## src/rtl/efr_pkg.sv

```systemverilog
// Shared types and constants for the event frame receiver.
// Holds the item structs, the parser phase enum and the field codes.
// No dependencies.
package efr_pkg;

	localparam logic [7:0] SYNC_BYTE   = 8'hAA;
	localparam logic [7:0] SECOND_BYTE = 8'h00;

	// Configuration register indexes.
	localparam logic CFG_ACK_CODE  = 1'b0;
	localparam logic CFG_CALL_CODE = 1'b1;

	// Reset values of the configuration registers.
	localparam logic [7:0] ACK_CODE_RST  = 8'd0;
	localparam logic [7:0] CALL_CODE_RST = 8'd2;

	// Result kinds.
	localparam logic [1:0] KIND_PARAM     = 2'd0;
	localparam logic [1:0] KIND_FRAME_END = 2'd1;
	localparam logic [1:0] KIND_QUERY     = 2'd2;

	// Frame status codes.
	localparam logic [1:0] STAT_OK       = 2'd0;
	localparam logic [1:0] STAT_BAD_CSUM = 2'd1;
	localparam logic [1:0] STAT_ZERO_LEN = 2'd2;

	// Depth of the result buffer.
	localparam int OUT_DEPTH = 2;

	typedef enum logic [2:0] {
		PH_HUNT,
		PH_ZERO,
		PH_LEN,
		PH_CODE,
		PH_PARAM,
		PH_CSUM
	} phase_t;

	typedef struct packed {
		logic       cmd;
		logic [7:0] rx_byte;
		logic [7:0] query_opcode;
	} in_item_t;

	typedef struct packed {
		logic [1:0] result_kind;
		logic [7:0] evt_code;
		logic [7:0] param_index;
		logic [7:0] param_byte;
		logic [1:0] frame_status;
		logic       needs_ack;
		logic [7:0] call_status;
		logic       ack_match;
	} out_item_t;

	typedef struct packed {
		logic [7:0] ack_code;
		logic [7:0] call_code;
	} cfg_regs_t;

endpackage

```

## src/rtl/efr_parser.sv

```systemverilog
// Frame parser: phase register, checksum, stored ACK and call status.
// Turns one registered input item into at most one result per cycle.
// Depends on efr_pkg.
module efr_parser (
	input  logic                 clk,
	input  logic                 arst_n,
	input  logic                 adv,
	input  efr_pkg::in_item_t    item_s1,
	input  efr_pkg::cfg_regs_t   cfg,
	output logic                 res_valid,
	output efr_pkg::out_item_t   res
);

	efr_pkg::phase_t phase_q, phase_d;
	logic [7:0] frame_len_q, frame_len_d;
	logic [7:0] param_cnt_q, param_cnt_d;
	logic [7:0] sum_q, sum_d;
	logic [7:0] event_q, event_d;
	logic [7:0] first_q, first_d;
	logic [7:0] second_q, second_d;
	logic [7:0] acked_op_q, acked_op_d;
	logic       acked_vld_q, acked_vld_d;
	logic [7:0] call_stat_q, call_stat_d;

	logic [7:0] b;
	logic [7:0] sum_add;
	logic [7:0] cnt_inc;
	logic [8:0] cnt_cmp;
	logic       good;
	logic       match;

	assign b       = item_s1.rx_byte;
	assign sum_add = sum_q + b;
	assign cnt_inc = param_cnt_q + 8'd1;
	assign cnt_cmp = {1'b0, cnt_inc} + 9'd1;
	assign good    = (sum_add == 8'd0);
	assign match   = acked_vld_q && (acked_op_q == item_s1.query_opcode);

	// Next state of the parser and the stored event state.
	always_comb begin
		phase_d     = phase_q;
		frame_len_d = frame_len_q;
		param_cnt_d = param_cnt_q;
		sum_d       = sum_q;
		event_d     = event_q;
		first_d     = first_q;
		second_d    = second_q;
		acked_op_d  = acked_op_q;
		acked_vld_d = acked_vld_q;
		call_stat_d = call_stat_q;

		if (adv) begin
			if (item_s1.cmd) begin
				// A query leaves any frame in progress alone.
				if (match) begin
					acked_vld_d = 1'b0;
				end
			end else begin
				unique case (phase_q)
					efr_pkg::PH_HUNT: begin
						if (b == efr_pkg::SYNC_BYTE) begin
							phase_d = efr_pkg::PH_ZERO;
						end
					end
					efr_pkg::PH_ZERO: begin
						phase_d = (b == efr_pkg::SECOND_BYTE) ? efr_pkg::PH_LEN
							: efr_pkg::PH_HUNT;
					end
					efr_pkg::PH_LEN: begin
						frame_len_d = b;
						if (b == 8'd0) begin
							phase_d = efr_pkg::PH_HUNT;
						end else begin
							sum_d   = b;
							phase_d = efr_pkg::PH_CODE;
						end
					end
					efr_pkg::PH_CODE: begin
						event_d     = b;
						sum_d       = sum_add;
						param_cnt_d = 8'd0;
						first_d     = 8'd0;
						second_d    = 8'd0;
						phase_d     = (frame_len_q == 8'd1) ? efr_pkg::PH_CSUM
							: efr_pkg::PH_PARAM;
					end
					efr_pkg::PH_PARAM: begin
						if (param_cnt_q == 8'd0) begin
							first_d = b;
						end
						if (param_cnt_q == 8'd1) begin
							second_d = b;
						end
						sum_d       = sum_add;
						param_cnt_d = cnt_inc;
						if (cnt_cmp >= {1'b0, frame_len_q}) begin
							phase_d = efr_pkg::PH_CSUM;
						end
					end
					efr_pkg::PH_CSUM: begin
						sum_d = sum_add;
						// A code that matches both registers counts as an ACK only.
						if (good) begin
							priority if (event_q == cfg.ack_code) begin
								if (param_cnt_q != 8'd0) begin
									acked_op_d  = first_q;
									acked_vld_d = 1'b1;
								end
							end else if (event_q == cfg.call_code &&
								param_cnt_q >= 8'd2) begin
								call_stat_d = second_q;
							end
						end
						phase_d = efr_pkg::PH_HUNT;
					end
					default: begin
						phase_d = efr_pkg::PH_HUNT;
					end
				endcase
			end
		end
	end

	// Result of the registered item.
	always_comb begin
		res_valid = 1'b0;
		res       = '0;

		if (adv) begin
			if (item_s1.cmd) begin
				res_valid       = 1'b1;
				res.result_kind = efr_pkg::KIND_QUERY;
				res.ack_match   = match;
			end else begin
				unique case (phase_q)
					efr_pkg::PH_LEN: begin
						if (b == 8'd0) begin
							res_valid        = 1'b1;
							res.result_kind  = efr_pkg::KIND_FRAME_END;
							res.frame_status = efr_pkg::STAT_ZERO_LEN;
						end
					end
					efr_pkg::PH_PARAM: begin
						res_valid       = 1'b1;
						res.result_kind = efr_pkg::KIND_PARAM;
						res.evt_code    = event_q;
						res.param_index = param_cnt_q;
						res.param_byte  = b;
					end
					efr_pkg::PH_CSUM: begin
						res_valid        = 1'b1;
						res.result_kind  = efr_pkg::KIND_FRAME_END;
						res.evt_code     = event_q;
						res.param_index  = param_cnt_q;
						res.frame_status = good ? efr_pkg::STAT_OK : efr_pkg::STAT_BAD_CSUM;
						res.needs_ack    = good && (event_q != cfg.ack_code);
					end
					default: begin
					end
				endcase
			end
		end
		res.call_status = call_stat_d;
	end

	always_ff @(posedge clk or negedge arst_n) begin
		if (!arst_n) begin
			phase_q     <= efr_pkg::PH_HUNT;
			frame_len_q <= 8'd0;
			param_cnt_q <= 8'd0;
			sum_q       <= 8'd0;
			event_q     <= 8'd0;
			first_q     <= 8'd0;
			second_q    <= 8'd0;
			acked_op_q  <= 8'd0;
			acked_vld_q <= 1'b0;
			call_stat_q <= 8'd0;
		end else begin
			phase_q     <= phase_d;
			frame_len_q <= frame_len_d;
			param_cnt_q <= param_cnt_d;
			sum_q       <= sum_d;
			event_q     <= event_d;
			first_q     <= first_d;
			second_q    <= second_d;
			acked_op_q  <= acked_op_d;
			acked_vld_q <= acked_vld_d;
			call_stat_q <= call_stat_d;
		end
	end

endmodule

```

## src/rtl/efr_out_buf.sv

```systemverilog
// Two-entry result buffer between the parser and the output channel.
// Lets the parser keep going while a result waits to be taken.
// Depends on efr_pkg.
module efr_out_buf (
	input  logic                 clk,
	input  logic                 arst_n,
	input  logic                 push,
	input  efr_pkg::out_item_t   push_item,
	output logic                 can_push,
	output logic                 out_valid,
	input  logic                 out_stall,
	output efr_pkg::out_item_t   out_item
);

	localparam int PTR_W = $clog2(efr_pkg::OUT_DEPTH);
	localparam int CNT_W = $clog2(efr_pkg::OUT_DEPTH + 1);

	efr_pkg::out_item_t mem_q [efr_pkg::OUT_DEPTH];
	logic [PTR_W-1:0] wr_ptr_q;
	logic [PTR_W-1:0] rd_ptr_q;
	logic [CNT_W-1:0] count_q;
	logic             pop;

	assign out_valid = (count_q != '0);
	assign pop       = out_valid && !out_stall;
	// A slot freed by a pop in this cycle can be refilled in the same cycle.
	assign can_push  = (count_q != CNT_W'(efr_pkg::OUT_DEPTH)) || pop;
	assign out_item  = mem_q[rd_ptr_q];

	always_ff @(posedge clk) begin
		if (push) begin
			mem_q[wr_ptr_q] <= push_item;
		end
	end

	always_ff @(posedge clk or negedge arst_n) begin
		if (!arst_n) begin
			wr_ptr_q <= '0;
			rd_ptr_q <= '0;
			count_q  <= '0;
		end else begin
			if (push) begin
				wr_ptr_q <= wr_ptr_q + PTR_W'(1);
			end
			if (pop) begin
				rd_ptr_q <= rd_ptr_q + PTR_W'(1);
			end
			if (push && !pop) begin
				count_q <= count_q + CNT_W'(1);
			end else if (pop && !push) begin
				count_q <= count_q - CNT_W'(1);
			end
		end
	end

endmodule

```

## src/rtl/event_frame_receiver.sv

```systemverilog
// Top level of the UART event frame receiver.
// Holds the configuration registers and the input register; uses efr_pkg,
// efr_parser and efr_out_buf.
//
//   channel   direction   handshake              payload
//   in        into block  in_valid / in_stall    in_item  (efr_pkg::in_item_t)
//   out       from block  out_valid / out_stall  out_item (efr_pkg::out_item_t)
//   cfg       into block  cfg_we                 cfg_index, cfg_data
//
// One item per cycle is accepted while the output keeps flowing.
// An item is registered in item_s1 and parsed from there once its result has a
// buffer slot; the result then passes through the result buffer to the output.
// Reset puts the parser in the hunt for the sync byte and empties the buffer.
// A stalled output holds up to two results before the input stalls.
module event_frame_receiver (
	input  logic                 clk,
	input  logic                 arst_n,
	input  logic                 in_valid,
	output logic                 in_stall,
	input  efr_pkg::in_item_t    in_item,
	output logic                 out_valid,
	input  logic                 out_stall,
	output efr_pkg::out_item_t   out_item,
	input  logic                 cfg_we,
	input  logic                 cfg_index,
	input  logic [7:0]           cfg_data
);

	efr_pkg::cfg_regs_t cfg_q;
	efr_pkg::in_item_t  item_s1;
	logic               valid_s1;
	logic               adv;
	logic               can_push;
	logic               res_valid;
	efr_pkg::out_item_t res;

	always_ff @(posedge clk or negedge arst_n) begin
		if (!arst_n) begin
			cfg_q.ack_code  <= efr_pkg::ACK_CODE_RST;
			cfg_q.call_code <= efr_pkg::CALL_CODE_RST;
		end else if (cfg_we) begin
			unique case (cfg_index)
				efr_pkg::CFG_ACK_CODE:  cfg_q.ack_code  <= cfg_data;
				efr_pkg::CFG_CALL_CODE: cfg_q.call_code <= cfg_data;
				default:                cfg_q           <= cfg_q;
			endcase
		end
	end

	// The registered item moves on only when its result has a buffer slot.
	assign adv      = valid_s1 && can_push;
	assign in_stall = valid_s1 && !can_push;

	always_ff @(posedge clk or negedge arst_n) begin
		if (!arst_n) begin
			valid_s1 <= 1'b0;
		end else if (!in_stall) begin
			valid_s1 <= in_valid;
		end
	end

	always_ff @(posedge clk) begin
		if (in_valid && !in_stall) begin
			item_s1 <= in_item;
		end
	end

	efr_parser u_parser (
		.clk       (clk),
		.arst_n    (arst_n),
		.adv       (adv),
		.item_s1   (item_s1),
		.cfg       (cfg_q),
		.res_valid (res_valid),
		.res       (res)
	);

	efr_out_buf u_out_buf (
		.clk       (clk),
		.arst_n    (arst_n),
		.push      (res_valid),
		.push_item (res),
		.can_push  (can_push),
		.out_valid (out_valid),
		.out_stall (out_stall),
		.out_item  (out_item)
	);

endmodule

```

## config.mk

```make
export PLATFORM = sky130hd
export DESIGN_NAME = event_frame_receiver
export DESIGN_NICKNAME = d
export VERILOG_FILES = /design/src/rtl/efr_pkg.sv /design/src/rtl/efr_parser.sv /design/src/rtl/efr_out_buf.sv /design/src/rtl/event_frame_receiver.sv
export SDC_FILE = /design/constraint.sdc
export NUM_CORES = 1
export LEC_CHECK = 0
export ABC_AREA = 1
export BUFFER_PORTS_ARGS = -buffer_cell sky130_fd_sc_hd__buf_2
export CELL_PAD_IN_SITES_DETAIL_PLACEMENT = 1
export CELL_PAD_IN_SITES_GLOBAL_PLACEMENT = 1
export CORE_MARGIN = 2
export CORE_UTILIZATION = 50
export DETAILED_ROUTE_END_ITERATION = 10
export PLACE_DENSITY = 0.82
export SETUP_SLACK_MARGIN = 0.05
export SLEW_MARGIN = 20
export SYNTH_ARGS = -nofsm -noshare
export SYNTH_HDL_FRONTEND = slang
export SYNTH_SLANG_ARGS = --single-unit
```

## constraint.sdc

```tcl
create_clock -name clk -period 7.8 [get_ports clk]
set_input_delay 1.17 -clock clk [delete_from_list [all_inputs] [get_ports clk]]
set_output_delay 1.17 -clock clk [all_outputs]
set_load 0.02 [all_outputs]
```

==> After elaboration in Yosys (flattened, before gate mapping) <==
Memory sizes are Yosys's and may differ from the RTL's.
Cells that the tools add are included.
{ "word_totals": {"register_bits": 106, "ram_bits": 76, "output_inout_bits": 40, "elab_cells": 137, "mem_count": 1} }
{ "op_classes": {"addsub": 7, "magnitude_cmp": 2, "eq_ne": 19, "muxes": 46, "n_bitwise": 2, "n_reduce_logical": 41} }
{ "memory_table": {"columns": ["name", "depth", "width", "rd", "rd_ports_with_merged_regs", "wr", "line", "source"], "rows": [
  ["u_out_buf.mem_q", 2, 38, 1, 0, 1, "efr_out_buf.sv:18", "efr_pkg::out_item_t mem_q [efr_pkg::OUT_DEPTH];"]
]} }
{ "op_table": {"columns": ["op", "count"], "rows": [
  ["$mux W8", 10],
  ["$pmux W8 S2", 4],
  ["$mux W29", 1],
  ["$mux W27", 1],
  ["$eq A8 B8 Y1", 3],
  ["$logic_not A8 Y1", 3],
  ["$mux W1", 17],
  ["$eq A8 B1 Y1 const B", 2],
  ["$mux W16", 1],
  ["$reduce_and A4 Y1", 4],
  ["$reduce_bool A2 Y1", 8],
  ["$pmux W3 S5", 1],
  ["$mux W2", 6],
  ["$reduce_and A6 Y1", 2],
  ["$ne A2 B1 Y1 const B", 5],
  ["$add A8 B1 Y9 const B", 1],
  ["$ge A9 B8 Y1", 1],
  ["$logic_and A1 B1 Y1", 9],
  ["$reduce_and A3 Y1", 3],
  ["$add A8 B1 Y8 const B", 1],
  ["$add A8 B8 Y8", 1],
  ["$eq A8 B8 Y1 const B", 1],
  ["$ge A8 B2 Y1 const B", 1],
  ["$ne A8 B8 Y1", 1],
  ["other kinds (18)", 30]
]} }

==> Longest topological paths before layout <==
{ "depth": {"depth_word": 9, "depth_mapped": 20, "depth_no_buf": 20} }

==> Hierarchy <==
From an unflattened synthesis, not the netlist that was laid out.
{ "hier_totals": {"hier_cells": 930, "area_unflattened_um2": 8622.0} }
{ "by_module_without_submodules": {"columns": ["module", "n_inst", "cells_each", "area_each_um2"], "rows": [
  ["efr_parser", 1, 608, 4418.0],
  ["efr_out_buf", 1, 227, 2976.6],
  ["event_frame_receiver", 1, 95, 1227.4]
]} }

==> Worst setup path before layout <==
No wires, ideal clock.
{ "synth_path": {"path_kind": "in2reg", "from": "input port out_stall", "to": "memory u_out_buf.mem_q[1][0] in the netlist's numbering (enable)", "setup_time_ps": 435, "arrival_time_ps": 3293, "required_time_ps": 7365, "path_slack_ps": 4072, "cell_stages": 5, "n_path_buf": 0, "path_cell_list": "inv_1 o31ai_4 a31oi_1 inv_1 nor2_1"} }
{ "synth_via": {"elab_chain_len": 7} }
{ "synth_lines": {"columns": ["item", "line", "source"], "rows": [
  ["start, declared", "event_frame_receiver.sv:22", "input logic out_stall,"],
  ["$logic_not A1 Y1", "efr_out_buf.sv:25", "assign pop = out_valid && !out_stall;"],
  ["$logic_and A1 B1 Y1", "efr_out_buf.sv:25", null],
  ["$logic_or A1 B1 Y1", "efr_out_buf.sv:27", "assign can_push = (count_q != CNT_W'(efr_pkg::OUT_DEPTH)) || pop;"],
  ["$logic_and A1 B1 Y1", "event_frame_receiver.sv:51", "assign adv = valid_s1 && can_push;"],
  ["$mux W1", "efr_parser.sv:129", "if (adv) begin"],
  ["via res_valid", "event_frame_receiver.sv:34", "logic res_valid;"],
  ["$mux W1", "efr_out_buf.sv:31", "if (push) begin"],
  ["$mux W1 (not written as such)", "efr_out_buf.sv:32", "mem_q[wr_ptr_q] <= push_item;"],
  ["end, declared", "efr_out_buf.sv:18", null]
]} }
The timed path passes the listed nets, and every way through them passes these cells.

==> metrics.cfg <==
[status]
outcome=completed

[routing]
wl_mm=22.2
drt_iter0_markers=388
first_pass_iters=5
drc=0
avgRoutedWirePerCell_um=18.5
detail-route-antenna-nets=0
dr_total_vias=6565
via_per_inst=5.47

[clock_network]
cts_tree=done
clock_latency_ps=440
cts_hold_buffers=0
clkSlewWorstSetupHoldPaths_ps=70
clkSinkCount=182
cts.repair.resized=0
numCtsBuffers=17
cts_setup_buffers=0
cts_buffer_depth=2
clock_tree.root_cell=clkbuf_16
htreeDepth=4

[die]
die_h_um=135
core_um2=16700
io_pins=71
die-area_um2=18300
rows=47
die_width_um=135
initial_core_util_pct=51.5

[global_routing]
grt_max_degree=63
grt-ovfl-total=0
grt_pass1_wl_mm=35.8
first_global_vias=6908
grt_use_total_pct=25.7
antenna_found_initial=0

[critical_path]
r2r_start=u_parser.param_cnt_q[0]
crit_arrival_ps=2180
crit_type=flop to primary output
required_ps=6630
critPathMaxFanout=39
reg2reg_to=u_parser.phase_q[0]
r2r_cells=16
cp-start-kind=flop
reg2reg_slack_ps=4750
setup.worst_path.end_class=primary output

[synthesis]
synth-edff-count=93
synthFlopType=edfxtp_1
synth_nets=948
async_reset_ff_share_pct=48.9
ys_seq_area_share_pct=58.4
synth_area_per_cell_um2=9.61
synth_common_cells=nand2_1, inv_1, edfxtp_1
synthCells=895
synth_top_cell_by_area=edfxtp_1
yosysUniqueCellTypes=46
yosysMostFrequentCell=nand2_1
synthTopCellsByArea=edfxtp_1, dfrtp_1, nand2_1
ys_warn_count=0
synth-seq-cells=182
netlist.area_leader.share_pct=32.5
syn-cell-area_um2=8600

[place]
post-place-ws_ps=4540
globalplace.congestion=0.841
place.detailed.hpwl_mm=15.0
port_buffers=70

[timing]
slew_headroom_pct=45.0
drv_slew=0
clock_skew_ps=6.76
worst_slack_ps=4450
fmax_ghz=0.299
tightest_slew_ps=825
setup_tns_ps=0
grt_setup_unrepaired=no
setup_violations=0
hold_violations=0
fin_crit_ps=3350
timing.hold.ws_ps=501
finalCritPeriodShare_pct=42.9

[pwr]
vdd_drop_max_v=0.000153
power_frac_comb_pct=24.2
power.switching_mw=0.917
leakage_nw=4.47
seq_power_share_pct=43.2
power_density_nw_per_um2=276
power_frac_clock_pct=32.6
switching_share_pct=33.8
p_int_mw=1.79

[finish]
largest_reg_flops=76
synthToLayoutAreaGrowth_pct=14.0
diodes=0
top_regs=u_out_buf.mem_q (76), item_s1 (17), cfg_q (16)
final_layout_size_suffix_gt1_share_pct=16.6
fillerInstances=1936
layout.nets=1021
regMostFlops=u_out_buf.mem_q

[hold_path]
worstHoldEndpoint=u_parser.second_q[3]
min_from=u_parser.second_q[3]
hold_depth=2
hold_path_class=flop to flop

[run]
maxCapViolCount=0

-- metrics by stage --
| stage | power (mW) | utilization [%] | cell area (µm²) | std cells |
|---|---|---|---|---|
| final | 2.71 | 58.8 | 9810 | 1201 |
| after global placement | 1.81 | 54.9 | 9160 | 1167 |
| after global routing | 2.83 | 58.8 | 9810 | 1201 |
| after detailed placement | 1.83 | 54.9 | 9160 | 1167 |
| after CTS | 2.71 | 58.5 | 9760 | 1199 |
| after floorplan | 1.60 | - | 8600 | 895 |
-- worst max path at each step --
stage | from | end
final | u_out_buf.rd_ptr_q | out_item[11]
after global placement | out_stall | u_out_buf.mem_q[1][32]
after CTS | u_out_buf.rd_ptr_q | out_item[11]
after detailed placement | out_stall | u_out_buf.mem_q[1][32]
after global routing | u_out_buf.rd_ptr_q | out_item[11]
after floorplan | out_stall | u_out_buf.mem_q[1][0]
-- placed cells by master, fill, tap and decap left out, types with 3 or more instances in the layout --
cell        instances
xnor2_1            17
clkbuf_16          17
nand3_1            19
nand3b_1            3
ha_1               21
buf_4               4
nand4_1            20
clkinvlp_4          3
buf_2              69
o21ai_1            39
o21ai_2            15
nand2_2             5
nor2_4              6
nand2_1           274
nor3_1             27
o21ai_0            35
or2_2               8
inv_2               9
o22ai_1             6
edfxtp_1           93
xor2_1             15
inv_1              99
inv_6               5
dfrtp_1            88
a21oi_1            11
nor2_1             38
nor4_1              5
-- logic make-up (layout without fill, tap and decap cells) --
logic type                 after synthesis  count (layout)  synth area share [%]
adders and majority gates               22              22                  3.29
buffers and inverters                  131             217                  6.06
xor gates and xnor gates                32              32                  3.26
and+or+nand+nor                        417             417                  21.5
AOI/OAI and AO/OA                      111             111                  7.49
DFF                                    182             182                  58.4
-- layout make-up --
type / count / area (µm²) / share of cell area (%)
clock buffer: 18 / 439 / 4.48
clock inverter: 14 / 163 / 1.66
inverter: 110 / 415 / 4.23
multi-input combinational: 582 / 3080 / 31.3
sequential: 182 / 5020 / 51.2
tap: 220 / 275 / 2.81
timing repair buffer: 75 / 423 / 4.31
-- power by group through the flow --
stage | sequential (mW) | clock [mW] | combinational (mW)
after detailed placement | 1.19 | 0 | 0.643
after global placement | 1.19 | 0 | 0.620
final | 1.17 | 0.884 | 0.655
after CTS | 1.17 | 0.887 | 0.650
after floorplan | 1.17 | 0 | 0.430
after global routing | 1.18 | 0.923 | 0.723
-- worst max-delay path, cell delays in order, from the launching register on --
cell     delay, ps
dfrtp_1        370
buf_4          260
inv_1          270
buf_4          400
nand2_1        110
nand2_1        130
buf_2          180
-- metal layers --
layer	vias to the layer above	GRT usage, %	share of wire [%]
li1	3076	-	-
met1	3279	33.0	43
met2	176	44.6	51
met3	34	3.82	4.1
met4	0	9.03	2.0
met5	-	0	0
No activity file was read; power rests on OpenSTA's default activity.
